===== src/rtl/core/mexp_pkg.sv =====
// Package for the modular exponentiation core: widths, reset values and sequencer states.
`default_nettype none

package mexp_pkg;

  // Field widths of the ports and the configuration register
  localparam int unsigned FIELD_W           = 32;
  localparam int unsigned OPERAND_WIDTH_DEF = 32;

  // Modulus after reset
  localparam logic [FIELD_W-1:0] MODULUS_RST = 32'd11;

  // Sequencer states
  typedef enum logic [2:0] {
    ST_IDLE,
    ST_REDUCE,
    ST_SQUARE,
    ST_MULT,
    ST_DONE
  } state_t;

endpackage

`default_nettype wire


===== src/rtl/core/modular_exponentiation_core.sv =====
// Modular exponentiation core: base^exponent mod modulus by square-and-multiply.
`default_nettype none

// The core takes one beat of {base_value, exponent} and returns one beat holding
// base_value^exponent mod modulus, always fully reduced. The modulus is a single
// register written through cfg_wr_en/cfg_wr_data; the user must write it only while
// the core is idle, which the core itself does not enforce. It resets to 11.
// A modulus of 0 gives a remainder of 0, a modulus of 1 gives 0, and, for a
// modulus above 1, an exponent of 0 gives 1. Operands and the modulus are taken
// at their low OPERAND_WIDTH bits. All arithmetic runs through one shared modular
// adder: a modular multiplication walks the multiplier bits from the top,
// doubling the partial product for each bit and adding the multiplicand for each
// set bit. An item first reduces the base (one such multiplication), then for
// every one of the W exponent bits (W = OPERAND_WIDTH) performs a squaring and,
// for a set bit, a multiplication by the base. in_stall is high from the accepted
// beat until the core returns to idle. The finished remainder sits in an output
// register, so a new beat is taken as soon as the core returns to idle, even
// while the previous result still waits on out_stall.
module modular_exponentiation_core
  import mexp_pkg::*;
#(
  parameter int unsigned OPERAND_WIDTH = OPERAND_WIDTH_DEF
) (
  input  wire logic               clk,
  input  wire logic               rst_n,
  // Configuration
  input  wire logic               cfg_wr_en,
  input  wire logic [FIELD_W-1:0] cfg_wr_data,
  // Input channel
  input  wire logic               in_valid,
  output logic                    in_stall,
  input  wire logic [FIELD_W-1:0] in_base_value,
  input  wire logic [FIELD_W-1:0] in_exponent,
  // Result channel
  output logic                    out_valid,
  input  wire logic               out_stall,
  output logic [FIELD_W-1:0]      out_remainder
);

  localparam int unsigned W     = OPERAND_WIDTH;
  localparam int unsigned CNT_W = $clog2(W);
  localparam logic [CNT_W-1:0] CNT_LAST = CNT_W'(W - 1);

  // Control state
  state_t             state_r, state_nxt;
  logic               out_valid_r, out_valid_nxt;
  logic [FIELD_W-1:0] modulus_r;

  // Payload state
  logic [W-1:0]       acc_r, acc_nxt;       // running power
  logic [W-1:0]       base_r, base_nxt;     // reduced base
  logic [W-1:0]       exp_r, exp_nxt;       // exponent, shifted left as bits are used
  logic [CNT_W-1:0]   ecnt_r, ecnt_nxt;     // exponent bits still to go, minus one
  logic [FIELD_W-1:0] out_rem_r, out_rem_nxt;

  // Shared modular multiplier state
  logic [W-1:0]       p_r, p_nxt;           // partial product
  logic [W-1:0]       x_r, x_nxt;           // multiplicand
  logic [W-1:0]       y_r, y_nxt;           // multiplier, shifted left per bit
  logic [CNT_W-1:0]   cnt_r, cnt_nxt;
  logic               phase_r, phase_nxt;   // 0: double, 1: add multiplicand

  logic [W-1:0] mod_w;
  logic         in_acc;
  logic         out_free;
  logic         busy;
  logic [W:0]   sum;
  logic [W:0]   sum_red;
  logic [W-1:0] red;
  logic         mm_adv;
  logic         mm_last;

  assign mod_w    = W'(modulus_r);
  assign in_stall = (state_r != ST_IDLE);
  assign in_acc   = in_valid && !in_stall;
  assign out_free = !out_valid_r || !out_stall;
  assign busy     = (state_r == ST_REDUCE) || (state_r == ST_SQUARE) || (state_r == ST_MULT);

  // Shared modular adder: p + p or p + x, one conditional subtract of the modulus.
  // Both operands are below the modulus, so one subtract is enough.
  assign sum     = {1'b0, p_r} + {1'b0, (phase_r ? x_r : p_r)};
  assign sum_red = (sum >= {1'b0, mod_w}) ? (sum - {1'b0, mod_w}) : sum;
  assign red     = sum_red[W-1:0];

  // Advance to the next multiplier bit after the add, or after the double on a clear bit
  assign mm_adv  = phase_r || !y_r[W-1];
  assign mm_last = busy && mm_adv && (cnt_r == '0);

  // Next state
  always_comb begin
    state_nxt = state_r;
    case (state_r)
      ST_IDLE: begin
        if (in_acc) begin
          state_nxt = (mod_w == '0) ? ST_DONE : ST_REDUCE;
        end
      end
      ST_REDUCE: begin
        if (mm_last) begin
          state_nxt = ST_SQUARE;
        end
      end
      ST_SQUARE: begin
        if (mm_last) begin
          if (exp_r[W-1]) begin
            state_nxt = ST_MULT;
          end else if (ecnt_r == '0) begin
            state_nxt = ST_DONE;
          end else begin
            state_nxt = ST_SQUARE;
          end
        end
      end
      ST_MULT: begin
        if (mm_last) begin
          state_nxt = (ecnt_r == '0) ? ST_DONE : ST_SQUARE;
        end
      end
      ST_DONE: begin
        if (out_free) begin
          state_nxt = ST_IDLE;
        end
      end
      default: state_nxt = ST_IDLE;
    endcase
  end

  // Datapath and outputs
  always_comb begin
    acc_nxt       = acc_r;
    base_nxt      = base_r;
    exp_nxt       = exp_r;
    ecnt_nxt      = ecnt_r;
    p_nxt         = p_r;
    x_nxt         = x_r;
    y_nxt         = y_r;
    cnt_nxt       = cnt_r;
    phase_nxt     = phase_r;
    out_valid_nxt = out_valid_r && out_stall;
    out_rem_nxt   = out_rem_r;

    // Step the shared multiplier
    if (busy) begin
      p_nxt = red;
      if (mm_adv) begin
        phase_nxt = 1'b0;
        y_nxt     = y_r << 1;
        cnt_nxt   = cnt_r - 1'b1;
      end else begin
        phase_nxt = 1'b1;
      end
    end

    case (state_r)
      ST_IDLE: begin
        if (in_acc) begin
          // Reduce the base as (1 * base) mod m; with a modulus of one everything is zero
          acc_nxt   = (mod_w == W'(1) || mod_w == '0) ? '0 : W'(1);
          x_nxt     = (mod_w == W'(1)) ? '0 : W'(1);
          y_nxt     = W'(in_base_value);
          exp_nxt   = W'(in_exponent);
          ecnt_nxt  = CNT_LAST;
          p_nxt     = '0;
          cnt_nxt   = CNT_LAST;
          phase_nxt = 1'b0;
        end
      end
      ST_REDUCE: begin
        if (mm_last) begin
          base_nxt  = red;
          x_nxt     = acc_r;
          y_nxt     = acc_r;
          p_nxt     = '0;
          cnt_nxt   = CNT_LAST;
          phase_nxt = 1'b0;
        end
      end
      ST_SQUARE: begin
        if (mm_last) begin
          acc_nxt   = red;
          p_nxt     = '0;
          cnt_nxt   = CNT_LAST;
          phase_nxt = 1'b0;
          if (exp_r[W-1]) begin
            x_nxt = red;
            y_nxt = base_r;
          end else begin
            exp_nxt  = exp_r << 1;
            ecnt_nxt = ecnt_r - 1'b1;
            x_nxt    = red;
            y_nxt    = red;
          end
        end
      end
      ST_MULT: begin
        if (mm_last) begin
          acc_nxt   = red;
          exp_nxt   = exp_r << 1;
          ecnt_nxt  = ecnt_r - 1'b1;
          x_nxt     = red;
          y_nxt     = red;
          p_nxt     = '0;
          cnt_nxt   = CNT_LAST;
          phase_nxt = 1'b0;
        end
      end
      ST_DONE: begin
        // Hand the result over once the output register is free
        if (out_free) begin
          out_valid_nxt = 1'b1;
          out_rem_nxt   = FIELD_W'(acc_r);
        end
      end
      default: begin
        out_valid_nxt = out_valid_r && out_stall;
      end
    endcase
  end

  // Control registers
  always_ff @(posedge clk) begin
    if (!rst_n) begin
      state_r     <= ST_IDLE;
      out_valid_r <= 1'b0;
      modulus_r   <= MODULUS_RST;
    end else begin
      state_r     <= state_nxt;
      out_valid_r <= out_valid_nxt;
      if (cfg_wr_en) begin
        modulus_r <= cfg_wr_data;
      end
    end
  end

  // Payload registers
  always_ff @(posedge clk) begin
    acc_r     <= acc_nxt;
    base_r    <= base_nxt;
    exp_r     <= exp_nxt;
    ecnt_r    <= ecnt_nxt;
    p_r       <= p_nxt;
    x_r       <= x_nxt;
    y_r       <= y_nxt;
    cnt_r     <= cnt_nxt;
    phase_r   <= phase_nxt;
    out_rem_r <= out_rem_nxt;
  end

  assign out_valid     = out_valid_r;
  assign out_remainder = out_rem_r;

  // The partial product stays reduced throughout a multiplication
  a_partial_reduced: assert property (@(posedge clk) disable iff (!rst_n)
    busy |-> (p_r < mod_w))
    else $error("partial product not below modulus");

  // The multiplicand stays reduced, otherwise one subtract would not suffice
  a_multiplicand_reduced: assert property (@(posedge clk) disable iff (!rst_n)
    busy |-> (x_r < mod_w))
    else $error("multiplicand not below modulus");

  // The running power stays reduced while squaring and multiplying
  a_acc_reduced: assert property (@(posedge clk) disable iff (!rst_n)
    ((state_r == ST_SQUARE) || (state_r == ST_MULT)) |-> (acc_r < mod_w))
    else $error("running power not below modulus");

  // A finished item reaches the output register and frees the input side together
  a_done_handoff: assert property (@(posedge clk) disable iff (!rst_n)
    ((state_r == ST_DONE) && out_free) |=> (out_valid_r && (state_r == ST_IDLE)))
    else $error("result hand-off lost");

endmodule

`default_nettype wire

===== config.mk =====
export PLATFORM = sky130hd
export DESIGN_NAME = modular_exponentiation_core
export DESIGN_NICKNAME = d
export VERILOG_FILES = /design/src/rtl/core/mexp_pkg.sv /design/src/rtl/core/modular_exponentiation_core.sv
export SDC_FILE = /design/constraint.sdc
export NUM_CORES = 1
export LEC_CHECK = 0
export BUFFER_PORTS_ARGS = -buffer_cell sky130_fd_sc_hd__buf_2
export CORE_ASPECT_RATIO = 0.75
export CORE_UTILIZATION = 30
export DETAILED_ROUTE_END_ITERATION = 6
export GPL_TIMING_DRIVEN = 0
export PLACE_DENSITY = 0.48
export SLEW_MARGIN = 5
export SYNTH_ARGS = -nofsm -noshare
export SYNTH_HDL_FRONTEND = slang
export SYNTH_SLANG_ARGS = --single-unit
export TNS_END_PERCENT = 5

===== constraint.sdc =====
create_clock -name clk -period 7.2 [get_ports clk]
set_input_delay 1.44 -clock clk [delete_from_list [all_inputs] [get_ports clk]]
set_output_delay 1.44 -clock clk [all_outputs]
set_load 0.01 [all_outputs]

==> metrics.md <==
| Metric | Value |
|---|---|
| Outcome | `finished, final reports clean` |
| Initial antenna violation count | `1` |
| Via/cell ratio | `5.419` |
| Yosys reg bits | `271` |
| DIE HEIGHT | `201 µm` |
| CTS root buf | `clkbuf_16` |
| Worst Tran Pin Value | `1217 ps` |
| CTS tree | `done` |
| Hold Path Class | `register to register` |
| CTS Buf Count | `30` |
| Share of the yosys chip area belonging to registers | `44.68%` |
| Post-CTS setup buffers | `0` |
| Layout overhead on the synthesized area | `17.85%` |
| Cts hold-fix bufs | `0` |
| Routed wire per std cell | `22.28 µm` |
| CP max FO | `10` |
| Final period util | `96.52%` |
| Synth cell types | `93` |
| Largest net degree at the start of global routing | `34` |
| Gpl congestion | `0.9368` |
| Hpwl dp | `43610 µm` |
| Via count | `13650` |
| RSZ-0062 raised after global routing | `false` |
| Final Max Tran Viols | `0` |
| CTS clock-pin slew for the worst setup and hold paths | `70 ps` |
| Slew headroom | `18.13%` |
| DIE AREA | `0.05373 mm²` |
| Arr. time, crit path | `7260 ps` |
| Post-Syn Nets | `1795` |
| Die width | `267.3 µm` |
| Fmax | `0.1439 GHz` |
| Number of synthesized flops with an enable pin | `165` |
| # DRC | `0` |
| Post-synth top flop | `edfxtp_1` |
| Syn. warnings | `0` |
| Starting Density | `30.58%` |
| Core area | `0.05180 mm²` |
| I/O Buffers | `132` |
| Critical path class | `register to register` |
| CP Launch Type | `register` |
| Vias in the first global route | `13159` |
| Final hold vios | `0` |
| Share of cells above drive strength 1 | `17.13%` |
| Synth Cell Area | `0.01584 mm²` |
| Fin nets | `1960` |
| Final Skew | `44.17 ps` |
| TritonRoute pass-1 iters | `5` |
| Clk sinks | `271` |
| Type of destination of the critical path | `register` |
| # IOs | `135` |
| Wirelength, routed | `56120 µm` |
| Setup tns final | `0 ps` |
| Rows | `72` |
| Post-synth ARST share | `0%` |
| Worst-Skew Late Latency | `600 ps` |
| Final setup vio count | `0` |
| DR iter-0 viols | `1334` |
| Grt total ovfl | `0` |
| Final ANT Viol Nets | `0` |
| GRT Util Overall | `20.72%` |
| Avg Cell Area, Syn | `9.742 µm²` |
| Synthesized instance count | `1626` |
| First-pass GRT wire length | `83570 µm` |
| Min cycle time layout | `6949 ps` |
| Clock buffer depth | `3` |
| Max-Cap Viols | `0` |
| Critical path required time | `7520 ps` |
| CTS HTree Levels | `1` |
synth_stat cells, types with 15 or more instances:
master | instances | area share (%)
nand2_1 | 172 | 4.1
edfxtp_1 | 165 | 31
a21oi_1 | 112 | 3.5
dfxtp_1 | 106 | 13
o21ai_0 | 95 | 3.0
nor2_1 | 90 | 2.1
inv_1 | 81 | 1.9
clkbuf_1 | 74 | 1.8
ha_1 | 66 | 5.2
mux2i_1 | 54 | 3.4
a22o_1 | 48 | 2.7
a21o_1 | 44 | 2.1
mux2_2 | 41 | 2.9
nor2b_1 | 39 | 1.5
nand3_1 | 38 | 1.2
xnor2_1 | 27 | 1.5
and2_1 | 23 | 0.91
xor2_1 | 23 | 1.3
a31oi_1 | 21 | 0.83
o21ai_1 | 19 | 0.60
and3_1 | 17 | 0.67
nand4_1 | 17 | 0.67
nor3_1 | 16 | 0.51
a222oi_1 | 15 | 0.95
area by class of cell:
type,instances,area (µm²)
buffer,94,395.4
antenna,1,2.502
multi-input combinational,1177,8237
sequential,271,7078
fill,5333,33130
inverter,81,304.0
tap,703,879.6
timing repair buffer,136,763.2
clock inverter,21,219.0
clock buffer,35,789.5
routing by layer:
metal  wire, µm  global-route usage, %
met1      27290                  31.88
met2      22990                  29.51
met3       4544                  3.668
met4       1299                  4.844
met5          0                      0
path summary, 6_finish.rpt:
kind,start,to,slack [ps],cells past startpoint
hold / removal,acc_r[24],out_remainder[24],460,0
hold reg to reg,acc_r[24],out_remainder[24],460,0
setup / recovery,phase_r,x_r[1],250,22
setup reg to reg,phase_r,x_r[1],250,22
cell families (layout without fill, tap and decap cells):
group / count (synthesis) / count (layout) / synth area share, %
buffers and inverters: 178 / 367 / 4.431
xor gates and xnor gates: 51 / 51 / 2.867
DFF: 271 / 271 / 44.68
muxes: 102 / 102 / 7.062
other: 0 / 1 / 0
adders and majority gates: 68 / 68 / 5.466
AOI/OAI and AO/OA: 485 / 485 / 21.06
and+or+nand+nor: 471 / 471 / 14.44
through the flow:
stage	setup slack [ps]	cell area, µm²	utilization [%]	hold slack, ps	instances
after global routing	40.96	18670	36.03	471.6	2518
after CTS	140.8	18580	35.88	463.0	2520
after global placement	-2258	17380	33.55	451.4	2461
final	250.7	18670	36.04	461.1	2519
after floorplan	920.9	15840	-	418.8	1626
after detailed placement	-847.3	17520	33.82	452.9	2465
cells in the final DEF (no fill, tap or decap), types with 23 or more instances in the layout:
cell type and n:
xor2_1 23, a21oi_1 110, edfxtp_1 165, nand3_1 38, clkbuf_1 73, a21o_1 44, nor2b_1 38, buf_2 145
o21ai_0 93, inv_1 80, clkbuf_16 30, ha_1 66, nand2_1 172, and2_1 23, nor2_1 89, a22o_1 48
mux2i_1 43, xnor2_1 27, mux2_2 41, dfxtp_1 105
worst max-delay path, stage by stage (launching register included):
cell	delay, ps
dfxtp_2	480
buf_4	300
mux2_2	370
ha_1	290
fa_1	490
a211oi_2	270
o21ai_1	190
nand4_1	150
nand3_2	240
a21oi_1	360
o2111ai_1	190
xor2_1	580
ha_1	410
a21oi_1	190
nor2b_1	80
a2111oi_2	320
nand4_1	200
a31oi_4	370
and2_1	180
buf_2	330
mux2i_4	390
nor2_1	90
a21o_1	190
state kept, by name, indices dropped and copies added (netlist names):
register,flops
acc_r,32
base_r,32
cnt_r,5
ecnt_r,5
exp_r,32
mod_w,32
out_remainder,32
out_valid,1
p_r,32
phase_r,1
state_r,3
x_r,32
y_r,32
what timing repair did:
| action | CTS | global route |
|---|---|---|
| endpoints found under the setup margin | 160 | 75 |
| gates cloned | 0 | 0 |
| resized for setup | 16 | 16 |
Power is left out: the tool's default activity adds up to more than one toggle a clock period on the data nets, which glitch-free logic cannot reach.
